File: src/design/sa_pkg.sv
// Shared types, codes and constants of the stack allocator.
// No dependencies; every other design file imports this package.
package sa_pkg;

  // Default sizing of the allocator
  localparam int unsigned ARENA_BYTES_DEF       = 65536;
  localparam int unsigned MAX_BLOCKS_DEF        = 64;
  localparam int unsigned HEADER_POS_BYTES_DEF  = 4;
  localparam int unsigned HEADER_SIZE_BYTES_DEF = 4;

  // Field widths fixed by the interface
  localparam int unsigned ADDR_W   = 32;
  localparam int unsigned ARENA_W  = 17;
  localparam int unsigned SIZE_W   = 16;
  localparam int unsigned ALOG_W   = 4;
  localparam int unsigned SKEW_W   = 12;
  localparam int unsigned CFG_IDX_W = 2;
  // Largest alignment is 2**15, so only the low 15 address bits set the pad
  localparam int unsigned ALIGN_W  = (1 << ALOG_W) - 1;
  // New top: limit + max pad + headers + size stays below 2**19
  localparam int unsigned NT_W     = ARENA_W + 2;

  // Configuration register indexes
  localparam logic [CFG_IDX_W-1:0] CFG_BASE_ADDRESS = 2'd0;
  localparam logic [CFG_IDX_W-1:0] CFG_ARENA_BYTES  = 2'd1;

  typedef enum logic {
    OP_ALLOC = 1'b0,
    OP_FREE  = 1'b1
  } opcode_e;

  typedef enum logic [1:0] {
    STAT_OK        = 2'd0,
    STAT_OVERFLOW  = 2'd1,
    STAT_NOT_NEWEST = 2'd2,
    STAT_FULL      = 2'd3
  } status_e;

  // One header store entry: header position offset and data size
  typedef struct packed {
    logic [ARENA_W-1:0] pos;
    logic [SIZE_W-1:0]  size;
  } hdr_t;

  // Configuration seen by the engine
  typedef struct packed {
    logic [ADDR_W-1:0]  base;
    logic [ARENA_W-1:0] arena;
  } cfg_t;

endpackage

File: src/design/sa_hdr_mem.sv
// Header store: single-port-write, single-port-read synchronous RAM with
// registered read data. Depends on sa_pkg for the entry type.
module sa_hdr_mem #(
  parameter int unsigned DEPTH = sa_pkg::MAX_BLOCKS_DEF,
  parameter int unsigned IDX_W = $clog2(DEPTH)
) (
  input  logic              clk_i,
  input  logic              rd_en_i,
  input  logic [IDX_W-1:0]  rd_addr_i,
  output sa_pkg::hdr_t      rd_data_o,
  input  logic              wr_en_i,
  input  logic [IDX_W-1:0]  wr_addr_i,
  input  sa_pkg::hdr_t      wr_data_i
);
  import sa_pkg::*;

  hdr_t mem_q [DEPTH];
  hdr_t rd_data_q;

  // Write port
  always_ff @(posedge clk_i) begin
    if (wr_en_i) begin
      mem_q[wr_addr_i] <= wr_data_i;
    end
  end

  // Read port, data held until the next read
  always_ff @(posedge clk_i) begin
    if (rd_en_i) begin
      rd_data_q <= mem_q[rd_addr_i];
    end
  end

  assign rd_data_o = rd_data_q;

endmodule

File: src/design/sa_engine.sv
// Request sequencer and datapath: top pointer, block count, header store
// access and the result register. Depends on sa_pkg and sa_hdr_mem.
module sa_engine #(
  parameter int unsigned ARENA_BYTES       = sa_pkg::ARENA_BYTES_DEF,
  parameter int unsigned MAX_BLOCKS        = sa_pkg::MAX_BLOCKS_DEF,
  parameter int unsigned HEADER_POS_BYTES  = sa_pkg::HEADER_POS_BYTES_DEF,
  parameter int unsigned HEADER_SIZE_BYTES = sa_pkg::HEADER_SIZE_BYTES_DEF
) (
  input  logic                         clk_i,
  input  logic                         rst_ni,
  input  sa_pkg::cfg_t                 cfg_i,
  input  logic                         in_valid_i,
  output logic                         in_stall_o,
  input  logic                         opcode_i,
  input  logic [sa_pkg::SIZE_W-1:0]    size_i,
  input  logic [sa_pkg::ALOG_W-1:0]    alignment_log2_i,
  input  logic [sa_pkg::SKEW_W-1:0]    skew_i,
  input  logic [sa_pkg::ADDR_W-1:0]    address_i,
  output logic                         out_valid_o,
  input  logic                         out_stall_i,
  output logic [sa_pkg::ADDR_W-1:0]    result_address_o,
  output logic [1:0]                   status_o,
  output logic [sa_pkg::ARENA_W-1:0]   used_bytes_o
);
  import sa_pkg::*;

  localparam int unsigned IDX_W = $clog2(MAX_BLOCKS);
  localparam int unsigned CNT_W = $clog2(MAX_BLOCKS + 1);
  localparam int unsigned HDR_BYTES = HEADER_POS_BYTES + HEADER_SIZE_BYTES;
  localparam logic [NT_W-1:0] HDR_NT = NT_W'(HDR_BYTES);
  localparam logic [ADDR_W-1:0] HDR_A = ADDR_W'(HDR_BYTES);
  localparam logic [CNT_W-1:0] CNT_MAX = CNT_W'(MAX_BLOCKS);
  // Limit cap from the build-time arena size, clipped to the register range
  localparam logic [NT_W-1:0] CAP = (ARENA_BYTES >= (1 << ARENA_W)) ?
                                    NT_W'((1 << ARENA_W) - 1) : NT_W'(ARENA_BYTES);

  typedef enum logic [1:0] {
    S_IDLE = 2'b01,
    S_EXEC = 2'b10
  } state_e;

  state_e state_q, state_d;

  logic [ARENA_W-1:0] top_q;
  logic [CNT_W-1:0]   count_q;

  // Latched request
  logic               op_q;
  logic [SIZE_W-1:0]  size_q;
  logic [ADDR_W-1:0]  addr_q;
  logic [ALIGN_W-1:0] pad_q;

  // Result register
  logic               out_valid_q;
  logic [ADDR_W-1:0]  res_addr_q;
  logic [1:0]         status_q;
  logic [ARENA_W-1:0] used_q;

  logic accept, done;
  logic [ALIGN_W-1:0] pad_d, amask, xlow;

  hdr_t rd_hdr, wr_hdr;
  logic wr_en;

  logic [NT_W-1:0]    pos_off, new_top, limit;
  logic               full, ovf, empty, match;
  logic [ADDR_W-1:0]  alloc_addr, free_addr;
  logic [1:0]         status_d;
  logic [ADDR_W-1:0]  res_addr_d;
  logic [ARENA_W-1:0] top_d;
  logic [CNT_W-1:0]   count_d;

  assign accept = in_valid_i && (state_q == S_IDLE);
  assign done   = (state_q == S_EXEC) && (!out_valid_q || !out_stall_i);
  assign in_stall_o = (state_q != S_IDLE);

  // Alignment pad from the low address bits at accept time
  always_comb begin
    amask = ALIGN_W'((({(ALIGN_W + 1){1'b0}} | (ALIGN_W + 1)'(1)) << alignment_log2_i)
                     - (ALIGN_W + 1)'(1));
    xlow  = cfg_i.base[ALIGN_W-1:0] + top_q[ALIGN_W-1:0] + ALIGN_W'(skew_i);
    pad_d = (~xlow + ALIGN_W'(1)) & amask;
  end

  // Header store; read the newest entry when a request is taken
  sa_hdr_mem #(
    .DEPTH (MAX_BLOCKS),
    .IDX_W (IDX_W)
  ) u_hdr_mem (
    .clk_i     (clk_i),
    .rd_en_i   (accept),
    .rd_addr_i (IDX_W'(count_q - CNT_W'(1))),
    .rd_data_o (rd_hdr),
    .wr_en_i   (wr_en),
    .wr_addr_i (IDX_W'(count_q)),
    .wr_data_i (wr_hdr)
  );

  // Evaluate the latched request
  always_comb begin
    limit      = (NT_W'(cfg_i.arena) < CAP) ? NT_W'(cfg_i.arena) : CAP;
    pos_off    = NT_W'(top_q) + NT_W'(pad_q);
    new_top    = pos_off + HDR_NT + NT_W'(size_q);
    full       = (count_q == CNT_MAX);
    ovf        = (new_top > limit);
    empty      = (count_q == '0);
    alloc_addr = cfg_i.base + ADDR_W'(pos_off) + HDR_A;
    free_addr  = cfg_i.base + ADDR_W'(rd_hdr.pos) + HDR_A;
    match      = (free_addr == addr_q);
    wr_hdr.pos  = ARENA_W'(pos_off);
    wr_hdr.size = size_q;
    wr_en      = 1'b0;
    top_d      = top_q;
    count_d    = count_q;
    res_addr_d = '0;
    status_d   = STAT_OK;
    if (op_q == OP_ALLOC) begin
      if (full) begin
        status_d = STAT_FULL;
      end else if (ovf) begin
        status_d = STAT_OVERFLOW;
      end else begin
        wr_en      = done;
        top_d      = ARENA_W'(new_top);
        count_d    = count_q + CNT_W'(1);
        res_addr_d = alloc_addr;
      end
    end else begin
      if (empty || !match) begin
        status_d = STAT_NOT_NEWEST;
      end else begin
        top_d   = rd_hdr.pos;
        count_d = count_q - CNT_W'(1);
      end
    end
  end

  // Sequencer
  always_comb begin
    state_d = state_q;
    case (state_q)
      S_IDLE: begin
        if (accept) state_d = S_EXEC;
      end
      S_EXEC: begin
        if (done) state_d = S_IDLE;
      end
      default: state_d = S_IDLE;
    endcase
  end

  // Control state
  always_ff @(posedge clk_i or negedge rst_ni) begin
    if (!rst_ni) begin
      state_q     <= S_IDLE;
      top_q       <= '0;
      count_q     <= '0;
      out_valid_q <= 1'b0;
    end else begin
      state_q <= state_d;
      if (done) begin
        top_q       <= top_d;
        count_q     <= count_d;
        out_valid_q <= 1'b1;
      end else if (!out_stall_i) begin
        out_valid_q <= 1'b0;
      end
    end
  end

  // Hold the request fields while it is worked on
  always_ff @(posedge clk_i) begin
    if (accept) begin
      op_q   <= opcode_i;
      size_q <= size_i;
      addr_q <= address_i;
      pad_q  <= pad_d;
    end
  end

  // Load the result payload
  always_ff @(posedge clk_i) begin
    if (done) begin
      res_addr_q <= res_addr_d;
      status_q   <= status_d;
      used_q     <= top_d;
    end
  end

  assign out_valid_o      = out_valid_q;
  assign result_address_o = res_addr_q;
  assign status_o         = status_q;
  assign used_bytes_o     = used_q;

endmodule

File: src/design/stack_allocator_with_headers.sv
// Top level of the stack allocator: configuration registers and engine.
// Depends on sa_pkg and sa_engine.

// LIFO allocator over one arena. Each request is accepted in S_IDLE, in which
// the header store reads its newest entry and the alignment pad is formed,
// and is then handled in S_EXEC, which checks it against the store read data
// and the limit and loads the result register. The next request is taken in
// the cycle after that load, even while the result still waits at the output;
// a stalled output that still holds a result keeps the engine in S_EXEC.
// Headers live in a MAX_BLOCKS-deep RAM; its read data is only used for
// entries that an allocate has written, so it needs no clearing after reset.
// Write the configuration only while no request is in flight.
module stack_allocator_with_headers #(
  parameter int unsigned ARENA_BYTES       = sa_pkg::ARENA_BYTES_DEF,
  parameter int unsigned MAX_BLOCKS        = sa_pkg::MAX_BLOCKS_DEF,
  parameter int unsigned HEADER_POS_BYTES  = sa_pkg::HEADER_POS_BYTES_DEF,
  parameter int unsigned HEADER_SIZE_BYTES = sa_pkg::HEADER_SIZE_BYTES_DEF
) (
  input  logic                           clk_i,
  input  logic                           rst_ni,
  input  logic                           cfg_valid_i,
  output logic                           cfg_ready_o,
  input  logic [sa_pkg::CFG_IDX_W-1:0]   cfg_index_i,
  input  logic [sa_pkg::ADDR_W-1:0]      cfg_data_i,
  input  logic                           in_valid_i,
  output logic                           in_stall_o,
  input  logic                           opcode_i,
  input  logic [sa_pkg::SIZE_W-1:0]      size_i,
  input  logic [sa_pkg::ALOG_W-1:0]      alignment_log2_i,
  input  logic [sa_pkg::SKEW_W-1:0]      skew_i,
  input  logic [sa_pkg::ADDR_W-1:0]      address_i,
  output logic                           out_valid_o,
  input  logic                           out_stall_i,
  output logic [sa_pkg::ADDR_W-1:0]      result_address_o,
  output logic [1:0]                     status_o,
  output logic [sa_pkg::ARENA_W-1:0]     used_bytes_o
);
  import sa_pkg::*;

  cfg_t cfg_q;

  assign cfg_ready_o = 1'b1;

  // Register writes; unknown indexes are dropped
  always_ff @(posedge clk_i or negedge rst_ni) begin
    if (!rst_ni) begin
      cfg_q.base  <= '0;
      cfg_q.arena <= ARENA_W'(ARENA_BYTES_DEF);
    end else if (cfg_valid_i && cfg_ready_o) begin
      case (cfg_index_i)
        CFG_BASE_ADDRESS: cfg_q.base  <= cfg_data_i;
        CFG_ARENA_BYTES:  cfg_q.arena <= cfg_data_i[ARENA_W-1:0];
        default: ;
      endcase
    end
  end

  sa_engine #(
    .ARENA_BYTES       (ARENA_BYTES),
    .MAX_BLOCKS        (MAX_BLOCKS),
    .HEADER_POS_BYTES  (HEADER_POS_BYTES),
    .HEADER_SIZE_BYTES (HEADER_SIZE_BYTES)
  ) u_engine (
    .clk_i            (clk_i),
    .rst_ni           (rst_ni),
    .cfg_i            (cfg_q),
    .in_valid_i       (in_valid_i),
    .in_stall_o       (in_stall_o),
    .opcode_i         (opcode_i),
    .size_i           (size_i),
    .alignment_log2_i (alignment_log2_i),
    .skew_i           (skew_i),
    .address_i        (address_i),
    .out_valid_o      (out_valid_o),
    .out_stall_i      (out_stall_i),
    .result_address_o (result_address_o),
    .status_o         (status_o),
    .used_bytes_o     (used_bytes_o)
  );

endmodule

File: config.mk
export PLATFORM = sky130hd
export DESIGN_NAME = stack_allocator_with_headers
export DESIGN_NICKNAME = d
export VERILOG_FILES = /design/src/design/sa_pkg.sv /design/src/design/sa_hdr_mem.sv /design/src/design/sa_engine.sv /design/src/design/stack_allocator_with_headers.sv
export SDC_FILE = /design/constraint.sdc
export NUM_CORES = 2
export LEC_CHECK = 0
export ABC_CLOCK_PERIOD_IN_PS = 9100
export BUFFER_PORTS_ARGS = -buffer_cell sky130_fd_sc_hd__buf_4
export CORE_MARGIN = 2
export CORE_UTILIZATION = 37
export DETAILED_ROUTE_END_ITERATION = 6
export HOLD_SLACK_MARGIN = 0.03
export PLACE_DENSITY = 0.54
export SLEW_MARGIN = 10
export SYNTH_ARGS = -nofsm -noshare
export SYNTH_HDL_FRONTEND = slang
export SYNTH_SLANG_ARGS = --single-unit
File: constraint.sdc
create_clock -name clk_i -period 9.1 [get_ports clk_i]
set_input_delay 0 -clock clk_i [delete_from_list [all_inputs] [get_ports clk_i]]
set_output_delay 0 -clock clk_i [all_outputs]
set_load 0.02 [all_outputs]
# ---- Word-level counts from Yosys, hierarchy flattened
# Memories as Yosys holds them, arrays and structs flattened. A register that Yosys moved wholly into a read port is not among the register bits.
# Index checks and enable logic that the tools add are counted.
dict set report totals {
  ff_bits 191
  ramBits 2112
  inputBits 104
  out_inout_bits 54
  word_cells 81
  n_memories 1
}
dict set report op_classes {
  addsub 13
  n_lt_le_gt_ge 2
  eq_ne 12
  n_shift 1
  n_mux 23
  bitwise 2
  reduce_logical 14
}
# memory words width rd rd_ports_with_merged_regs write_ports line
set mem_list {}
lappend mem_list {u_engine.u_hdr_mem.mem_q 64 33 1 1 1 sa_hdr_mem.sv:17} ;# hdr_t mem_q [DEPTH];
# cell n
set ops {}
lappend ops {{2-to-1 mux 17 bit} 5}
lappend ops {{adder 32 x 4 -> 32 bit, second input constant} 2}
lappend ops {{adder 32 x 17 -> 32 bit} 1}
lappend ops {{adder 32 x 19 -> 32 bit} 1}
lappend ops {{== test 32 bit} 1}
lappend ops {{2-to-1 mux 7 bit} 4}
lappend ops {{adder 19 x 16 -> 19 bit} 1}
lappend ops {{adder 19 x 4 -> 19 bit, second input constant} 1}
lappend ops {{> comparator 19 bit} 1}
lappend ops {{adder 17 x 15 -> 18 bit} 1}
lappend ops {{< comparator 17 bit, second input constant} 1}
lappend ops {{adder 15 x 1 -> 15 bit, second input constant} 1}
lappend ops {{adder 15 x 12 -> 15 bit} 1}
lappend ops {{adder 15 bit} 1}
lappend ops {{AND 15 bit} 1}
lappend ops {{inverter 15 bit} 1}
lappend ops {{<< shifter 1 x 4 -> 15 bit, first input constant} 1}
lappend ops {{subtractor 15 x 1 -> 15 bit, second input constant} 1}
lappend ops {{!= test 2 x 1 -> 1 bit, second input constant} 6}
lappend ops {{2-to-1 mux 2 bit} 5}
lappend ops {{2-to-1 mux 1 bit} 8}
lappend ops {{adder 7 x 1 -> 7 bit, second input constant} 1}
lappend ops {{== test 7 bit, second input constant} 1}
lappend ops {{logical NOT 7 bit} 1}
lappend ops {{12 further kinds} 19}

# ---- Longest topological paths before layout
dict set report depth {
  word_depth 9
  ltp_mapped 33
}

# ---- Hierarchy
# A second synthesis with hierarchy kept.
dict set report hier_totals {
  hier_cells 4885
  area_unflattened_um2 95073.7
}
# mod instances cells_per_inst area_per_inst_um2 seq_area_each_um2
set by_module_without_submodules {}
lappend by_module_without_submodules {sa_hdr_mem 1 3598 81523.2 64411.8}
lappend by_module_without_submodules {sa_engine 1 1181 11680.0 4130.2}
lappend by_module_without_submodules {stack_allocator_with_headers 1 106 1870.5 1227.4}

# ---- Worst setup path after synthesis
# Ideal clock, no wire load.
dict set report synth_timing {
  path_type {register -> register}
  start {reg u_engine.top_q[0]}
  end {mem u_engine.u_hdr_mem.mem_q[12][16] in the netlist's numbering, enable pin}
  setup_time_ns 0.435
  arrival_time_ns 8.874
  required_ns 8.665
  path_slack_ns -0.209
  stages_incl_launch_ff 31
  path_buffers 0
  synth_period_minus_slack_ns 9.309
  path_cell_list {dfrtp_1 ha_1 fa_1 a21o_1 a21oi_1 o21bai_1 a21oi_1 o21bai_1 a21oi_1 o21ai_0 a21bo_2 a21oi_1 xnor2_1 ha_1 ha_1 nor3_1 nand3_1 and2_1 a21o_1 a21oi_1 xnor2_1 ha_1 and3_1 nand3_1 nor2_1 o31a_1 o21ai_0 and3_1 nand3_1 nor4_2 nor4bb_1}
}
dict set report synth_between {
  elab_chain_len 9
}
# element line
set synth_lines {}
lappend synth_lines {{from (decl)} sa_engine.sv:44} ;# logic [ARENA_W-1:0] top_q;
lappend synth_lines {{from (signal assigned)} sa_engine.sv:162} ;# top_q <= top_d;
lappend synth_lines {{adder 17 x 15 -> 18 bit} sa_engine.sv:102} ;# pos_off = NT_W'(top_q) + NT_W'(pad_q);
lappend synth_lines {{net u_engine.pos_off[12]} sa_engine.sv:65} ;# logic [NT_W-1:0] pos_off, new_top, limit;
lappend synth_lines {{adder 19 x 4 -> 19 bit} sa_engine.sv:103} ;# new_top = pos_off + HDR_NT + NT_W'(size_q);
lappend synth_lines {{adder 19 x 16 -> 19 bit} sa_engine.sv:103}
lappend synth_lines {{> comparator 19 bit} sa_engine.sv:105} ;# ovf = (new_top > limit);
lappend synth_lines {{2-to-1 mux 1 bit} sa_engine.sv:120} ;# end else if (ovf) begin
lappend synth_lines {{2-to-1 mux 1 bit} sa_engine.sv:118} ;# if (full) begin
lappend synth_lines {{2-to-1 mux 1 bit} sa_engine.sv:117} ;# if (op_q == OP_ALLOC) begin
lappend synth_lines {{2-to-1 mux 1 bit} sa_hdr_mem.sv:22} ;# if (wr_en_i) begin
lappend synth_lines {{2-to-1 mux 1 bit (not written as such)} sa_hdr_mem.sv:23} ;# mem_q[wr_addr_i] <= wr_data_i;
lappend synth_lines {{to (decl)} sa_hdr_mem.sv:17}
# The timed path passes the listed nets, and every way through them passes these cells.

# ---- Final worst setup path
dict set report layout_timing {
  start {reg u_engine.top_q[0]}
  end {mem u_engine.u_hdr_mem.mem_q[43][21] in the netlist's numbering, enable pin}
}
# Same word-level chain as after synthesis.

==> out/qor.txt <==
=====================================================================================
Summed negative setup slack over all endpoints .........................         0 ns
Longest individual stage delay on the worst path .......................      0.71 ns
ANT nets after route ...................................................            0
Setup crit end kind ....................................................    flip-flop
Number of global-route vias before repair ..............................        31386
Dominant synthesized flop cell .........................................     edfxtp_1
Maximum capacitance violations .........................................            0
Core ar. ...............................................................   149800 um2
Top cell by count, worst path ..........................................      a21oi_1
DP HPWL ................................................................    101100 um
Initial antenna violation count ........................................            7
Maximum number of pins on one net before global-route repair ...........          103
Final routed wirelength across all metal layers ........................    154300 um
Final Hold Viols .......................................................            0
Clock latency on the worst-skew pair ...................................      0.78 ns
Synth Area per Inst ....................................................    18.81 um2
Global route hottest layer .............................................         met2
Worst Tran Pin Value ...................................................     1.199 ns
Final global-route overflow total ......................................            0
Total of hold buffers inserted after clock tree synthesis ..............          186
Final clock period utilization by the worst path .......................       89.65%
Min-delay worst type ................................................... primary input to flip-flop
Die extent in y ........................................................     392.2 um
Area Growth Syn to Fin .................................................       19.16%
Horizontal extent of the die ...........................................     392.2 um
Via-to-Cell Ratio ......................................................        5.491
Data required, critical path ...........................................      9.53 ns
Num CTS Buffers ........................................................          140
Proportion of synthesized chip area in sequential cells ................       69.11%
Met2 layer usage reported by global route ..............................       32.91%
Cell chosen for the clock root .........................................    clkbuf_16
Total number of H-tree levels ..........................................            4
Critical-path top delay cell ...........................................      nand3_1
Post-route cell area ...................................................    66450 um2
Critical path origin ................................................... u_engine.top_q[0]
Resized Gates After CTS ................................................            0
CTS tree ...............................................................         done
Worst Path Class, Setup ................................................ flip-flop to flip-flop
Post-synth design cell area ............................................    55760 um2
Post CTS Setup Buffer Count ............................................            0
CTS sink cnt ...........................................................         1296
Unique cell type count in the Yosys netlist ............................           82
Unrepaired setup endpoints after global routing ........................        false
Count of routing violations after the opening detailed-route iteration .         2981
First-pass iteration count of the detailed router ......................            5
Residual DRC count .....................................................            0
Share of layout cells above drive strength 1 ...........................       26.54%
Nets ...................................................................         3693
Max-slew violation total from the final report .........................            0
Outcome ................................................................ complete, no violations
Count of input and output buffers ......................................          156
Initial Utilization ....................................................       37.23%
Gate Count Post-Synth ..................................................         2965
Post-synth EDFFs .......................................................         1220
Worst-case headroom to the max-slew limit ..............................       19.85%
Arrival time of the worst setup path ...................................      8.59 ns
Syn_nets ...............................................................         3240
Synth warnings .........................................................            0
Vias ...................................................................        30462
Placer Congestion ......................................................       0.8854
Met3 routing resource usage after global routing .......................       3.274%
Highest Clock Rate .....................................................   0.1226 GHz
Full die area ..........................................................   153800 um2
Setup Viol. Count Final ................................................            0
First-pass GRT wire length .............................................    222900 um
Count of pins on the block boundary ....................................          158
Setup slack after layout ...............................................    0.9417 ns
Post-placement cell area ...............................................    60120 um2
Drt wl/cell ............................................................     27.80 um
Global-route met1 utilization ..........................................       28.03%
Number of register bits inferred by synthesis ..........................         1296
Number of placement rows ...............................................          142
Critical Path Source Type ..............................................    flip-flop
Startpoint of the worst hold path ...................................... cfg_data_i[5]
Post-synth ARST share ..................................................       5.864%
Largest fanout on the critical path ....................................           17
Total of fill cells in the finished design .............................        12839
Final Skew .............................................................   0.04960 ns
Global router's overall resource usage .................................       20.15%
RR Startpoint .......................................................... u_engine.top_q[0]
CTS Buffer Depth .......................................................            3
CTS clock-pin slew for the worst setup and hold paths ..................      0.06 ns
Worst setup timing slack at the placement stage ........................     1.065 ns
Clock period minus worst slack .........................................     8.158 ns
=====================================================================================
[Yosys cell counts, types with 15 or more instances]
| master | n | area share (%) |
|---|---|---|
| nor3_1 | 35 | 0.31 |
| inv_1 | 43 | 0.29 |
| a22oi_1 | 15 | 0.20 |
| nand3_1 | 27 | 0.24 |
| nor2b_1 | 17 | 0.19 |
| mux2_2 | 52 | 1.1 |
| and3_1 | 19 | 0.21 |
| nand2_1 | 110 | 0.74 |
| fa_1 | 17 | 0.61 |
| o2bb2ai_1 | 15 | 0.24 |
| nor2_1 | 117 | 0.79 |
| clkbuf_1 | 94 | 0.63 |
| ha_1 | 154 | 3.5 |
| and2_1 | 18 | 0.20 |
| xnor2_1 | 74 | 1.2 |
| edfxtp_1 | 1220 | 66 |
| a211oi_1 | 15 | 0.20 |
| nor4_1 | 23 | 0.26 |
| a21o_1 | 38 | 0.51 |
| buf_1 | 24 | 0.16 |
| nand4_1 | 22 | 0.25 |
| dfrtp_1 | 74 | 3.3 |
| a21oi_1 | 98 | 0.88 |
| mux4_2 | 357 | 14 |
| o21ai_0 | 38 | 0.34 |
| xor2_1 | 45 | 0.71 |
[state kept, by name, summed over array words and instances (netlist names)]
signal                        cells
u_engine.u_hdr_mem.rd_data_o     17
u_engine.u_hdr_mem.mem_q       1088
u_engine.addr_q                  32
u_engine.pad_q                   15
u_engine.top_q                   17
u_engine.size_q                  16
u_engine.used_bytes_o            17
u_engine.op_q                     1
u_engine.out_valid_o              1
cfg_q                            49
u_engine.status_o                 2
u_engine.result_address_o        32
u_engine.state_q                  2
u_engine.count_q                  7
[metal layers]
metal  up-vias  part of all wire [%]  routed length [um]
li1      13055                     -                   -
met1     16107                    43               66460
met2      1129                    48               74780
met3       171                   6.1                9391
met4         0                   2.3                3617
met5         -                     0                   0
[kinds of logic (layout without fill, tap and decap cells)]
group,after synthesis,count (layout),share of synthesized area (%)
multiplexers,414,414,15.56
other,1,6,0.006725
XOR/XNOR,119,119,1.869
buffers and inverters,180,742,1.277
adder cells (fa/ha/maj),171,171,4.066
flip-flops,1296,1296,69.11
AO/OA/AOI/OAI,322,322,3.875
AND/OR/NAND/NOR,462,462,4.234
[through the flow]
step           hold slack [ns]  utilization, %  std cells
4_1_cts                0.03031           44.36       5543
3_3_place_gp          -0.06148           40.14       5106
5_1_grt                0.05876           44.36       5543
6_report               0.08972           44.37       5548
2_1_floorplan          -0.2956               -       2965
3_5_place_dp          -0.05513           40.14       5106
[area by class of cell]
cell class                      count  area [um2]  area share, %
Clock buffer                      179        3722          5.602
Clock inverter                     72       718.2          1.081
Multi-Input combinational cell   1489       16900          25.43
Sequential cell                  1296       38540          58.00
Antenna cell                        5       12.51        0.01883
Timing Repair Buffer              447        3869          5.822
Tap cell                         2016        2522          3.796
Inverter                           44       165.2         0.2485
[layout by cell type (no fill, tap or decap), drive strengths merged, types with 8 or more instances in the layout]
cell	count
edfxtp	1220
mux4	357
buf	262
dlygate4sd3	185
clkbuf	179
ha	154
nor2	117
nand2	110
a21oi	99
dfrtp	74
xnor2	74
clkinv	55
mux2	52
inv	51
xor2	45
o21ai	42
a21o	38
nor3	36
nand3	27
nor4	25
nand4	23
and3	19
and2	18
nor2b	17
fa	17
a211oi	15
a22oi	15
o2bb2ai	15
or3	13
a31oi	12
nand2b	10
o21a	9
and4	9
o31ai	8
[path summary, 6_finish.rpt]
path	slack, ns	to	depth (start not counted)
max	0.94	u_engine.u_hdr_mem.mem_q[43][21]	32
min	0.09	cfg_q[5]	3
max reg2reg	0.94	u_engine.u_hdr_mem.mem_q[43][21]	32
min reg2reg	0.49	u_engine.count_q[6]	1
max in group asynchronous	8.06	cfg_q[35]	4
min in group asynchronous	0.28	u_engine.top_q[3]	4
[critical path: cells and delay by family, from the launching register on]
family,cells,cell delay [ns]
AOI/OAI and AO/OA,13,2.72
xor gates and xnor gates,2,0.35
adders and majority gates,5,1.36
buffers and inverters,1,0.31
DFF,1,0.45
and+or+nand+nor,11,2.64
Power is not shown: default switching activity piles up to over one toggle a cycle in this logic, so the estimate is an artifact.
